## src/hdl/assert_macros.svh

```systemverilog
// Assertion macros used by the flood fill RTL.
`ifndef ASSERT_MACROS_SVH
`define ASSERT_MACROS_SVH

// Same-cycle implication, disabled while reset is asserted.
`define CHK_IMPLY(label, clk, rst_n, a, b) \
    label: assert property (@(posedge clk) disable iff (!rst_n) (a) |-> (b)) \
        else $error("same-cycle check failed");

// Next-cycle implication, disabled while reset is asserted.
`define CHK_NEXT(label, clk, rst_n, a, b) \
    label: assert property (@(posedge clk) disable iff (!rst_n) (a) |=> (b)) \
        else $error("next-cycle check failed");

`endif

```

## src/hdl/tff_pkg.sv

```systemverilog
// Shared constants, types and helper functions of the tolerance flood fill.
`default_nettype none
package tff_pkg;

    localparam int MAX_WIDTH  = 256;
    localparam int MAX_HEIGHT = 256;
    localparam int CELLS      = MAX_WIDTH * MAX_HEIGHT;
    localparam int ADDR_W     = $clog2(CELLS);
    localparam int X_W        = $clog2(MAX_WIDTH);
    localparam int Y_W        = $clog2(MAX_HEIGHT);
    localparam int DIM_W      = $clog2(MAX_WIDTH + 1);
    localparam int PROD_W     = 2 * DIM_W;
    localparam int PIX_W      = 32;
    localparam int TOL_W      = 8;
    localparam int CFG_IDX_W  = 3;
    localparam int CFG_DATA_W = 32;

    localparam logic [CFG_IDX_W-1:0] REG_WIDTH  = 3'd0;
    localparam logic [CFG_IDX_W-1:0] REG_HEIGHT = 3'd1;
    localparam logic [CFG_IDX_W-1:0] REG_SEED_X = 3'd2;
    localparam logic [CFG_IDX_W-1:0] REG_SEED_Y = 3'd3;
    localparam logic [CFG_IDX_W-1:0] REG_COLOR  = 3'd4;
    localparam logic [CFG_IDX_W-1:0] REG_TOL    = 3'd5;
    localparam logic [CFG_IDX_W-1:0] REG_MODE   = 3'd6;

    localparam logic [1:0] OP_WRITE = 2'd0;
    localparam logic [1:0] OP_RUN   = 2'd1;
    localparam logic [1:0] OP_READ  = 2'd2;

    localparam logic [1:0] ST_FILLED    = 2'd0;
    localparam logic [1:0] ST_SEED_OUT  = 2'd1;
    localparam logic [1:0] ST_SEED_SAME = 2'd2;

    typedef struct packed {
        logic [DIM_W-1:0] width;
        logic [DIM_W-1:0] height;
        logic [X_W-1:0]   seed_x;
        logic [Y_W-1:0]   seed_y;
        logic [PIX_W-1:0] fill_color;
        logic [TOL_W-1:0] tol;
        logic             mask_mode;
    } cfg_t;

    typedef struct packed {
        logic [1:0]        op;
        logic [ADDR_W-1:0] index;
        logic              in_range;
        logic [PIX_W-1:0]  value;
    } cmd_t;

    typedef struct packed {
        logic [1:0]       run_status;
        logic [PIX_W-1:0] read_value;
        logic             in_region;
        logic [X_W-1:0]   box_x;
        logic [Y_W-1:0]   box_y;
        logic [DIM_W-1:0] box_w;
        logic [DIM_W-1:0] box_h;
    } res_t;

    // Largest absolute byte difference over the four channels.
    function automatic logic [7:0] color_dist(input logic [PIX_W-1:0] a,
                                              input logic [PIX_W-1:0] b);
        logic [7:0] worst;
        logic [7:0] ca;
        logic [7:0] cb;
        logic [7:0] d;
        worst = '0;
        for (int i = 0; i < 4; i++) begin
            ca = a[8*i +: 8];
            cb = b[8*i +: 8];
            d  = (ca > cb) ? (ca - cb) : (cb - ca);
            if (d > worst) begin
                worst = d;
            end
        end
        return worst;
    endfunction

    function automatic logic [ADDR_W-1:0] raster(input logic [X_W-1:0]   x,
                                                 input logic [Y_W-1:0]   y,
                                                 input logic [DIM_W-1:0] w);
        logic [PROD_W-1:0] p;
        p = PROD_W'(y) * PROD_W'(w) + PROD_W'(x);
        return p[ADDR_W-1:0];
    endfunction

endpackage
`default_nettype wire

```

## src/hdl/tff_outq.sv

```systemverilog
// Two-entry result queue that drives the result side of the block.
`default_nettype none
module tff_outq
    import tff_pkg::*;
(
    input  wire logic clk,
    input  wire logic rst_n,
    input  wire logic res_push,
    input  wire res_t res_in,
    output logic      res_full,
    input  wire logic pop,
    output logic      empty,
    output res_t      res_out
);

    res_t       q_mem [2];
    logic       wr_ptr_reg;
    logic       rd_ptr_reg;
    logic [1:0] cnt_reg;
    logic [1:0] cnt_next;
    logic       deq;

    assign res_full = (cnt_reg == 2'd2);
    assign empty    = (cnt_reg == 2'd0);
    assign deq      = pop && !empty;
    assign res_out  = q_mem[rd_ptr_reg];

    always_comb
    begin
        cnt_next = cnt_reg;
        if (res_push && !deq)
        begin
            cnt_next = cnt_reg + 2'd1;
        end
        else if (!res_push && deq)
        begin
            cnt_next = cnt_reg - 2'd1;
        end
    end

    always_ff @(posedge clk or negedge rst_n)
    begin
        if (!rst_n)
        begin
            wr_ptr_reg <= 1'b0;
            rd_ptr_reg <= 1'b0;
            cnt_reg    <= 2'd0;
        end
        else
        begin
            cnt_reg <= cnt_next;
            if (res_push)
            begin
                wr_ptr_reg <= !wr_ptr_reg;
            end
            if (deq)
            begin
                rd_ptr_reg <= !rd_ptr_reg;
            end
        end
    end

    always_ff @(posedge clk)
    begin
        if (res_push)
        begin
            q_mem[wr_ptr_reg] <= res_in;
        end
    end

endmodule
`default_nettype wire
```

## config.mk

```make
export PLATFORM = sky130hd
export DESIGN_NAME = tff_outq
export DESIGN_NICKNAME = d
export VERILOG_FILES = /design/src/hdl/assert_macros.svh /design/src/hdl/tff_pkg.sv /design/src/hdl/tff_outq.sv
export SDC_FILE = /design/constraint.sdc
export NUM_CORES = 1
export LEC_CHECK = 0
export ABC_CLOCK_PERIOD_IN_PS = 11000
export CORE_MARGIN = 4
export CORE_UTILIZATION = 34
export DETAILED_ROUTE_END_ITERATION = 16
export DONT_BUFFER_PORTS = 1
export PLACE_DENSITY = 0.44
export SYNTH_ARGS = -nofsm -noshare
export SYNTH_HDL_FRONTEND = slang
export SYNTH_SLANG_ARGS = --single-unit
```

## constraint.sdc

```tcl
create_clock -name clk -period 11 [get_ports clk]
set_input_delay 0.55 -clock clk [delete_from_list [all_inputs] [get_ports clk]]
set_output_delay 0.55 -clock clk [all_outputs]
set_load 0.01 [all_outputs]
```

==> reports/results.tsv <==
stage	metric	value	unit
grt	grt_util_all_layers	10.5	%
logic_synthesis	ys_seq_elements	142	
logic_synthesis	synth_cells	231	
logic_synthesis	async_flop_share	2.82	%
logic_synthesis	yosysMostFrequentCell	edfxtp_1	
pwr	ir_drop	0.112	mV
logic_synthesis	netlist_area	0.00552	mm²
finish	stdcell_area	0.00621	mm²
logic_synthesis	yosys-top-cells-count	138 x edfxtp_1, 69 x mux2_4, 7 x buf_12	
logic_synthesis	synth_top_area_share	75.1	%
finish	nFillCells	1451	
floorplan	ios	144	
critical_path	slowest_stage	dfrtp_4	
logic_synthesis	yosysTopAreaCell	edfxtp_1	
grt	grt_pass1_wl	13800	µm
pwr	power.density	276	mW/mm²
logic_synthesis	yosys_warnings	0	
clock_network	h-tree-depth	4	
drt	antenna_left	0	
grt	grt_max_degree	70	
critical_path	critPathLaunchType	flip-flop	
logic_synthesis	synth_area_per_cell	23.9	µm²
placed_design	placed_area	0.00567	mm²
logic_synthesis	synth_flop_cell	edfxtp_1	
placed_design	io_buffer_count	0	
logic_synthesis	synth_edf_count	138	
hold_path	hp-class	primary input to flip-flop	
placed_design	dpl.hpwl	5840	µm
clock_network	cts-root-buf	clkbuf_16	
timing	slew_viol_final	0	
timing	finalCritPeriodShare	26.6	%
drt	drc	0	
drt	drt_iter0_drc	79	
clock_network	clk_latency	0.41	ns
timing	finClkSkew	0.00516	ns
timing	fmax	341	MHz
finish	fin_util	39.1	%
grt	antenna_found_initial	0	
floorplan	row_count	46	
floorplan	die_x	135	µm
finish	finalNetCount	319	
grt	grt_pass1_vias	2337	
drt	via_count	2119	
timing	rsz0062_at_grt	false	
placed_design	gp_congestion	0.627	
drt	wl_per_cell	19.6	µm
pwr	p_leak	0.00222	µW
logic_synthesis	syn-num-nets	305	
clock_network	cts_tree	yes	
finish	register_area	0.00425	mm²
floorplan	start_util	34.7	%
critical_path	critical_path.max_stage_delay	0.83	ns
clock_network	cts_buffer_depth	2	
floorplan	die_height	135	µm
timing	tns	0	ns
finish	diodes	0	
finish	largest_reg_flops	138	
timing	slew_headroom	32.3	%
logic_synthesis	ys_types	12	
critical_path	crit_family	flip-flops	
drt	drt-total-wl	9310	µm
logic_synthesis	synth_area_leaders	edfxtp_1 75%, mux2_4 19%, buf_12 2.5%	
clock_network	numCtsBuffers	17	
timing	worst_pin_slew	1.02	ns
critical_path	crit_path_cell_trace	buf_4, mux2_4	
timing	hold_violations	0	
floorplan	core_area	0.0159	mm²
clock_network	cts_sinks	142	
timing	setup_violations	0	
finish	drive_above_1_share	37.2	%
clock_network	cts_post_setup_buffers_inserted	0	
clock_network	clk_pin_slew_worst_paths	0.05	ns
logic_synthesis	yosysSeqAreaShare	76.9	%
critical_path	critPathRequiredTime	10.45	ns
critical_path	cp-end-kind	output pin	
timing	post-route-min-period	2.93	ns
drt	routed_via_density	4.47	
critical_path	path_buf_inv	1	
critical_path	arrival	2.38	ns
finish	syn2layout_area_growth	12.5	%
status	outcome	completed	
flow_run	drv_cap	0	
critical_path	critical_path_class	flip-flop to output pin	
drt	dr.pass1.iters	3	
floorplan	die-area	0.0183	mm²
finish	multi_input_area	0.00113	mm²
grt	grt_overflow	0	
timing	whs	0.229	ns
critical_path	cp_max_fo	38	
[final timing paths]
check                                       start                endpoint  slack (ns)  cells after the start
setup / recovery           rd_ptr_reg$_DFFE_PN0P_             res_out[52]        8.07                      2
hold / removal                           res_push  wr_ptr_reg$_DFFE_PN0P_        0.23                      1
setup reg to reg           wr_ptr_reg$_DFFE_PN0P_   q_mem[0][4]$_DFFE_PP_        8.91                      2
hold reg to reg            cnt_reg[1]$_DFFE_PN0P_  cnt_reg[1]$_DFFE_PN0P_        0.52                      1
max in group asynchronous                   rst_n  rd_ptr_reg$_DFFE_PN0P_       10.38                      1
min in group asynchronous                   rst_n  cnt_reg[1]$_DFFE_PN0P_        0.42                      1
[cells in the final DEF (no fill, tap or decap)]
master,count
mux2_4,69
dfrtp_1,3
xor2_1,3
nor2_1,2
o21ai_1,1
clkinv_2,2
bufinv_16,1
nor2b_1,1
dfrtp_4,1
xnor2_1,2
ha_1,1
clkbuf_1,10
and2_4,1
nor2b_4,1
edfxtp_1,138
buf_4,2
clkbuf_8,2
clkbuf_16,17
dlygate4sd3_1,1
[power breakdown]
part	leakage (µW)	internal, µW	switching (µW)
clock network	0.000258	322	192
logic	0.000625	203	213
registers	0.00134	722	61.9
[per-layer routing]
layer | wire, µm | global-route usage (%) | vias to the layer above
li1 | - | - | 937
met1 | 3390 | 11.5 | 1075
met2 | 4630 | 15.9 | 96
met3 | 1130 | 6.13 | 11
met4 | 156 | 6.22 | 0
met5 | 0 | 0 | -
[final cells by class]
type,instances,share of cell area [%]
Timing Repair Buffer,3,0.403
Tap cell,216,4.35
Sequential cell,142,68.4
Multi-Input combinational cell,81,18.3
Clock buffer,29,7.90
Clock inverter,3,0.645
[per-stage QoR]
step	total power, µW	cells	setup slack [ns]
after floorplan	1200	231	6.92
final	1710	474	8.07
after CTS	1750	474	7.98
after detailed placement	1230	441	8.44
after global routing	1800	474	7.94
after global placement	1230	441	8.45
[cells by family after synthesis]
logic type	after synthesis	synth area share (%)
simple gates	5	0.476
mux	69	18.8
flops	142	76.9
compound gates	1	0.0906
xor+xnor	5	0.794
buf+inv	8	2.74
fa+ha+maj	1	0.227
[what timing repair did]
| item | in CTS | in global routing |
|---|---|---|
| endpoints found under the hold margin | 4 | 0 |
| resized for setup | 0 | 0 |
| hold buffers | 1 | 0 |
Note: power is estimated with default switching activity, not from simulation.
