`src/hdl/assert_macros.svh`:
```
// Assertion macros used by the flood fill RTL.
`ifndef ASSERT_MACROS_SVH
`define ASSERT_MACROS_SVH

// Same-cycle implication, disabled while reset is asserted.
`define CHK_IMPLY(label, clk, rst_n, a, b) \
    label: assert property (@(posedge clk) disable iff (!rst_n) (a) |-> (b)) \
        else $error("same-cycle check failed");

// Next-cycle implication, disabled while reset is asserted.
`define CHK_NEXT(label, clk, rst_n, a, b) \
    label: assert property (@(posedge clk) disable iff (!rst_n) (a) |=> (b)) \
        else $error("next-cycle check failed");

`endif

```
`src/hdl/tff_pkg.sv`:
```
// Shared constants, types and helper functions of the tolerance flood fill.
`default_nettype none
package tff_pkg;

    localparam int MAX_WIDTH  = 256;
    localparam int MAX_HEIGHT = 256;
    localparam int CELLS      = MAX_WIDTH * MAX_HEIGHT;
    localparam int ADDR_W     = $clog2(CELLS);
    localparam int X_W        = $clog2(MAX_WIDTH);
    localparam int Y_W        = $clog2(MAX_HEIGHT);
    localparam int DIM_W      = $clog2(MAX_WIDTH + 1);
    localparam int PROD_W     = 2 * DIM_W;
    localparam int PIX_W      = 32;
    localparam int TOL_W      = 8;
    localparam int CFG_IDX_W  = 3;
    localparam int CFG_DATA_W = 32;

    localparam logic [CFG_IDX_W-1:0] REG_WIDTH  = 3'd0;
    localparam logic [CFG_IDX_W-1:0] REG_HEIGHT = 3'd1;
    localparam logic [CFG_IDX_W-1:0] REG_SEED_X = 3'd2;
    localparam logic [CFG_IDX_W-1:0] REG_SEED_Y = 3'd3;
    localparam logic [CFG_IDX_W-1:0] REG_COLOR  = 3'd4;
    localparam logic [CFG_IDX_W-1:0] REG_TOL    = 3'd5;
    localparam logic [CFG_IDX_W-1:0] REG_MODE   = 3'd6;

    localparam logic [1:0] OP_WRITE = 2'd0;
    localparam logic [1:0] OP_RUN   = 2'd1;
    localparam logic [1:0] OP_READ  = 2'd2;

    localparam logic [1:0] ST_FILLED    = 2'd0;
    localparam logic [1:0] ST_SEED_OUT  = 2'd1;
    localparam logic [1:0] ST_SEED_SAME = 2'd2;

    typedef struct packed {
        logic [DIM_W-1:0] width;
        logic [DIM_W-1:0] height;
        logic [X_W-1:0]   seed_x;
        logic [Y_W-1:0]   seed_y;
        logic [PIX_W-1:0] fill_color;
        logic [TOL_W-1:0] tol;
        logic             mask_mode;
    } cfg_t;

    typedef struct packed {
        logic [1:0]        op;
        logic [ADDR_W-1:0] index;
        logic              in_range;
        logic [PIX_W-1:0]  value;
    } cmd_t;

    typedef struct packed {
        logic [1:0]       run_status;
        logic [PIX_W-1:0] read_value;
        logic             in_region;
        logic [X_W-1:0]   box_x;
        logic [Y_W-1:0]   box_y;
        logic [DIM_W-1:0] box_w;
        logic [DIM_W-1:0] box_h;
    } res_t;

    // Largest absolute byte difference over the four channels.
    function automatic logic [7:0] color_dist(input logic [PIX_W-1:0] a,
                                              input logic [PIX_W-1:0] b);
        logic [7:0] worst;
        logic [7:0] ca;
        logic [7:0] cb;
        logic [7:0] d;
        worst = '0;
        for (int i = 0; i < 4; i++) begin
            ca = a[8*i +: 8];
            cb = b[8*i +: 8];
            d  = (ca > cb) ? (ca - cb) : (cb - ca);
            if (d > worst) begin
                worst = d;
            end
        end
        return worst;
    endfunction

    function automatic logic [ADDR_W-1:0] raster(input logic [X_W-1:0]   x,
                                                 input logic [Y_W-1:0]   y,
                                                 input logic [DIM_W-1:0] w);
        logic [PROD_W-1:0] p;
        p = PROD_W'(y) * PROD_W'(w) + PROD_W'(x);
        return p[ADDR_W-1:0];
    endfunction

endpackage
`default_nettype wire

```
`src/hdl/tff_front.sv`:
```
// Front end: configuration registers, request classification and command queue.
`default_nettype none
module tff_front
    import tff_pkg::*;
(
    input  wire logic                  clk,
    input  wire logic                  rst_n,
    input  wire logic                  cfg_we,
    input  wire logic [CFG_IDX_W-1:0]  cfg_index,
    input  wire logic [CFG_DATA_W-1:0] cfg_data,
    input  wire logic                  push,
    output logic                       full,
    input  wire logic [1:0]            req_type,
    input  wire logic [ADDR_W-1:0]     pixel_index,
    input  wire logic [PIX_W-1:0]      pixel_value,
    input  wire logic                  init_busy,
    output logic                       cmd_valid,
    input  wire logic                  cmd_pop,
    output cmd_t                       cmd,
    output cfg_t                       cfg
);

    logic [DIM_W-1:0] width_reg;
    logic [DIM_W-1:0] height_reg;
    logic [X_W-1:0]   seed_x_reg;
    logic [Y_W-1:0]   seed_y_reg;
    logic [PIX_W-1:0] color_reg;
    logic [TOL_W-1:0] tol_reg;
    logic             mode_reg;

    cmd_t       q_mem [2];
    logic       wr_ptr_reg;
    logic       rd_ptr_reg;
    logic [1:0] cnt_reg;
    logic [1:0] cnt_next;

    logic [PROD_W-1:0] cells;
    logic              in_range;
    logic              accept;
    logic              enq;
    cmd_t              new_cmd;

    always_ff @(posedge clk or negedge rst_n)
    begin
        if (!rst_n)
        begin
            width_reg  <= DIM_W'(MAX_WIDTH);
            height_reg <= DIM_W'(MAX_HEIGHT);
            seed_x_reg <= '0;
            seed_y_reg <= '0;
            color_reg  <= '0;
            tol_reg    <= '0;
            mode_reg   <= 1'b0;
        end
        else if (cfg_we)
        begin
            case (cfg_index)
                REG_WIDTH:  width_reg  <= cfg_data[DIM_W-1:0];
                REG_HEIGHT: height_reg <= cfg_data[DIM_W-1:0];
                REG_SEED_X: seed_x_reg <= cfg_data[X_W-1:0];
                REG_SEED_Y: seed_y_reg <= cfg_data[Y_W-1:0];
                REG_COLOR:  color_reg  <= cfg_data[PIX_W-1:0];
                REG_TOL:    tol_reg    <= cfg_data[TOL_W-1:0];
                REG_MODE:   mode_reg   <= cfg_data[0];
                default:    ;
            endcase
        end
    end

    // Image sizes saturate into the supported range.
    always_comb
    begin
        cfg.width      = width_reg;
        cfg.height     = height_reg;
        if (width_reg == '0)
        begin
            cfg.width = DIM_W'(1);
        end
        else if (width_reg > DIM_W'(MAX_WIDTH))
        begin
            cfg.width = DIM_W'(MAX_WIDTH);
        end
        if (height_reg == '0)
        begin
            cfg.height = DIM_W'(1);
        end
        else if (height_reg > DIM_W'(MAX_HEIGHT))
        begin
            cfg.height = DIM_W'(MAX_HEIGHT);
        end
        cfg.seed_x     = seed_x_reg;
        cfg.seed_y     = seed_y_reg;
        cfg.fill_color = color_reg;
        cfg.tol        = tol_reg;
        cfg.mask_mode  = mode_reg;
    end

    assign cells    = PROD_W'(cfg.width) * PROD_W'(cfg.height);
    assign in_range = PROD_W'(pixel_index) < cells;
    assign full     = (cnt_reg == 2'd2) || init_busy;
    assign accept   = push && !full;

    // Unknown requests and writes outside the image are dropped here.
    assign enq = accept && ((req_type == OP_RUN) || (req_type == OP_READ) ||
                            ((req_type == OP_WRITE) && in_range));

    assign new_cmd.op       = req_type;
    assign new_cmd.index    = pixel_index;
    assign new_cmd.in_range = in_range;
    assign new_cmd.value    = pixel_value;

    assign cmd_valid = (cnt_reg != 2'd0);
    assign cmd       = q_mem[rd_ptr_reg];

    always_comb
    begin
        cnt_next = cnt_reg;
        if (enq && !cmd_pop)
        begin
            cnt_next = cnt_reg + 2'd1;
        end
        else if (!enq && cmd_pop)
        begin
            cnt_next = cnt_reg - 2'd1;
        end
    end

    always_ff @(posedge clk or negedge rst_n)
    begin
        if (!rst_n)
        begin
            wr_ptr_reg <= 1'b0;
            rd_ptr_reg <= 1'b0;
            cnt_reg    <= 2'd0;
        end
        else
        begin
            cnt_reg <= cnt_next;
            if (enq)
            begin
                wr_ptr_reg <= !wr_ptr_reg;
            end
            if (cmd_pop)
            begin
                rd_ptr_reg <= !rd_ptr_reg;
            end
        end
    end

    always_ff @(posedge clk)
    begin
        if (enq)
        begin
            q_mem[wr_ptr_reg] <= new_cmd;
        end
    end

endmodule
`default_nettype wire

```
`config.mk`:
```
export PLATFORM = sky130hd
export DESIGN_NAME = tff_front
export DESIGN_NICKNAME = d
export VERILOG_FILES = /design/src/hdl/assert_macros.svh /design/src/hdl/tff_pkg.sv /design/src/hdl/tff_front.sv
export SDC_FILE = /design/constraint.sdc
export NUM_CORES = 1
export LEC_CHECK = 0
export ABC_AREA = 1
export BUFFER_PORTS_ARGS = -buffer_cell sky130_fd_sc_hd__buf_2
export CAP_MARGIN = 20
export CORE_AREA = 4 4 145 147
export CTS_CLUSTER_DIAMETER = 200
export CTS_CLUSTER_SIZE = 12
export DETAILED_ROUTE_END_ITERATION = 8
export DIE_AREA = 0 0 149 151
export PLACE_DENSITY = 0.74
export SETUP_SLACK_MARGIN = 0.5
export SYNTH_ARGS = -nofsm -noshare
export SYNTH_HDL_FRONTEND = slang
export SYNTH_SLANG_ARGS = --single-unit
```
`constraint.sdc`:
```
create_clock -name clk -period 13.7 [get_ports clk]
set_input_delay 2.055 -clock clk [delete_from_list [all_inputs] [get_ports clk]]
set_output_delay 2.055 -clock clk [all_outputs]
set_load 0.05 [all_outputs]
```
==> flow_metrics.tcl <==
set metrics [dict create \
    outcome "completed" \
    crit_path_frequent_cell "inv_1" \
    ys_async_sr_fraction_pct 43.65 \
    grt_max_degree 80 \
    wl_per_cell_um 15.58 \
    rsz0062_at_grt "false" \
    largest_reg_flops 102 \
    layout-drive-gt1-share_pct 30.82 \
    vias 6828 \
    rr_startpoint "width_reg[8]" \
    slowest_stage "dfstp_2" \
    slew_headroom_pct 55.36 \
    peakVddDrop_v 0.00009635 \
    antenna_found_initial 0 \
    die_h_um 151 \
    worst-setup-path-type "reg -> reg" \
    hpwl_um 16180 \
    place_ws_ns 6.688 \
    setup_ws_ns 6.869 \
    p_per_area_nw_per_um2 183.6 \
    synthFlopType "edfxtp_1" \
    ys_top_cells_by_area "edfxtp_1 (31%), dfrtp_1 (20%), fa_1 (10%)" \
    synth_cell_types 31 \
    fmax_ghz 0.1464 \
    ios 219 \
    hold_viol 0 \
    yosysTopAreaCellShare_pct 31.37 \
    crit_start "width_reg[8]" \
    cp.required_ns 13.76 \
    fin_crit_sh_pct 49.86 \
    startpoint_type "flip-flop" \
    r2r_cells 31 \
    cts-buffers-inserted 17 \
    tritoncts "done" \
    slew_viol_final 0 \
    yosys.area.top_type "edfxtp_1" \
    avgViaCountPerCell 4.926 \
    syn_avg_cell_area_um2 11.10 \
    dieArea_um2 22500 \
    initial_core_util_pct 49.04 \
    firstDrtPassIters 4 \
    clkSlewWorstSetupHoldPaths_ns 0.08 \
    routed_wirelength_um 21590 \
    hold_buffers 0 \
    power.leakage_uw 0.005774 \
    gr-total-overflow 0 \
    portBuffers 218 \
    num_rows 52 \
    clkSinkCount 181 \
    yosysWarnings 0 \
    n_antenna_cell 0 \
    cp-end-kind "flip-flop" \
    whs_ns 0.4748 \
    ys_ff_latch 181 \
    htreeDepth 4 \
    crit_fanout 51 \
    r2r_end "q_mem[1][21]" \
    syn2layout_area_growth_pct 21.18 \
    nNetsFinal 1299 \
    ys_seq_area_share_pct 51.64 \
    grt.total_usage_pct 19.54 \
    grt_pass1_vias 6920 \
    tns_ns 0 \
    ant_nets 0 \
    cts-resized-gates 0 \
    synth-edff-count 102 \
    place_congestion 0.8643 \
    r2r_setup_slack_ns 6.87 \
    core_um2 19910 \
    syn-num-nets 1076 \
    cp.arrival_ns 6.89 \
    setup_violations 0 \
    syn_area_um2 9764 \
    ctsRootBufferMaster "clkbuf_16" \
    drc_errors 0 \
    fin_skew_ns 0.01319 \
    tightestPinTransition_ns 0.6696 \
    maxCapViolCount 0 \
    synthCells 880 \
    crit_path_end "q_mem[1][21]" \
    drtIter0Drc 275 \
    holdCritPathClass "reg -> reg" \
    max-clock-path-buffers 2 \
    period_needed_ns 6.831 \
    fill_cells 1683 \
    clock_latency_ns 0.43 \
    cts_setup_buffers 0 \
    die_x_um 149 \
    grt_pass1_wl_um 34610 \
    worst_path_largest_cell_delay_ns 0.62 \
]
-- cell families (layout without fill, tap and decap cells) --
| kind of cell | after synthesis | count (layout) | synth area share (%) |
|---|---|---|---|
| and+or+nand+nor | 259 | 259 | 10.48 |
| adders and majority gates | 105 | 105 | 17.30 |
| xor gates and xnor gates | 14 | 14 | 1.256 |
| AOI/OAI and AO/OA | 80 | 80 | 4.318 |
| DFF | 181 | 181 | 51.64 |
| muxes | 74 | 74 | 8.534 |
| buffers and inverters | 167 | 403 | 6.471 |
-- Yosys cell counts (11+ instances only) --
| library cell | count |
|---|---|
| mux2_2 | 74 |
| clkbuf_1 | 15 |
| nand3_1 | 11 |
| o21ai_0 | 54 |
| dfrtp_1 | 77 |
| a21oi_1 | 16 |
| fa_1 | 50 |
| edfxtp_1 | 102 |
| ha_1 | 55 |
| inv_1 | 146 |
| nand2_1 | 169 |
| nor2_1 | 67 |
-- metal layers --
metal  routed length (um)  track usage (%)  up-vias
met4                  361            6.545        0
met2                 9995            31.59      226
met5                    0                0        -
met3                 1591            4.788       25
met1                 9641            26.10     3286
li1                     -                -     3291
-- how the worst min path moves through the flow --
stage / slack, ns / start / depth (start not counted) / to
after detailed placement: 0.46 / wr_ptr_reg / 2 / wr_ptr_reg
after global placement: 0.46 / wr_ptr_reg / 2 / wr_ptr_reg
after CTS: 0.48 / wr_ptr_reg / 2 / wr_ptr_reg
after global routing: 0.49 / wr_ptr_reg / 2 / wr_ptr_reg
final: 0.47 / wr_ptr_reg / 2 / wr_ptr_reg
after floorplan: 0.44 / wr_ptr_reg / 2 / wr_ptr_reg
-- critical path: cells and delay by family (launching register included) --
| kind | cells | cell delay, ns |
|---|---|---|
| fa+ha+maj | 6 | 2.75 |
| simple gates | 13 | 1.33 |
| buf+inv | 8 | 1.11 |
| flops | 1 | 0.62 |
| compound gates | 3 | 0.44 |
| xor+xnor | 1 | 0.16 |
-- cells in the final DEF (no fill, tap or decap), types with 17 or more instances in the layout --
master and n:
buf_2 217, nand2_1 169, inv_1 145, edfxtp_1 102
dfrtp_1 76, mux2_2 74, nor2_1 66, ha_1 55
o21ai_0 54, fa_1 50, clkbuf_16 17
-- cell type report --
type                       instances  area [um^2]  share of cell area [%]
tap                              270        337.8                   2.855
timing repair buffer             223         1176                   9.940
clock buffer                      17        425.4                   3.595
sequential                       181         5044                   42.62
inverter                         148        555.5                   4.695
clock inverter                    15        196.4                   1.660
multi-input combinational        532         4098                   34.63
-- where the power goes --
group	switching [uW]	internal [uW]	total [uW]
logic	687	288	975
clock network	248	251	500
registers	44.4	653	698
total	980	1190	2170
-- per-stage QoR --
step	power, uW	std cells	cell area (um^2)	util [%]
global placement	1664	1351	11140	55.97
floorplan	1453	880	9764	-
finish	2173	1386	11830	59.43
CTS	2194	1384	11790	59.19
detailed placement	1685	1352	11160	56.07
global route	2312	1386	11830	59.43
Note: power is estimated with default switching activity, not from simulation.
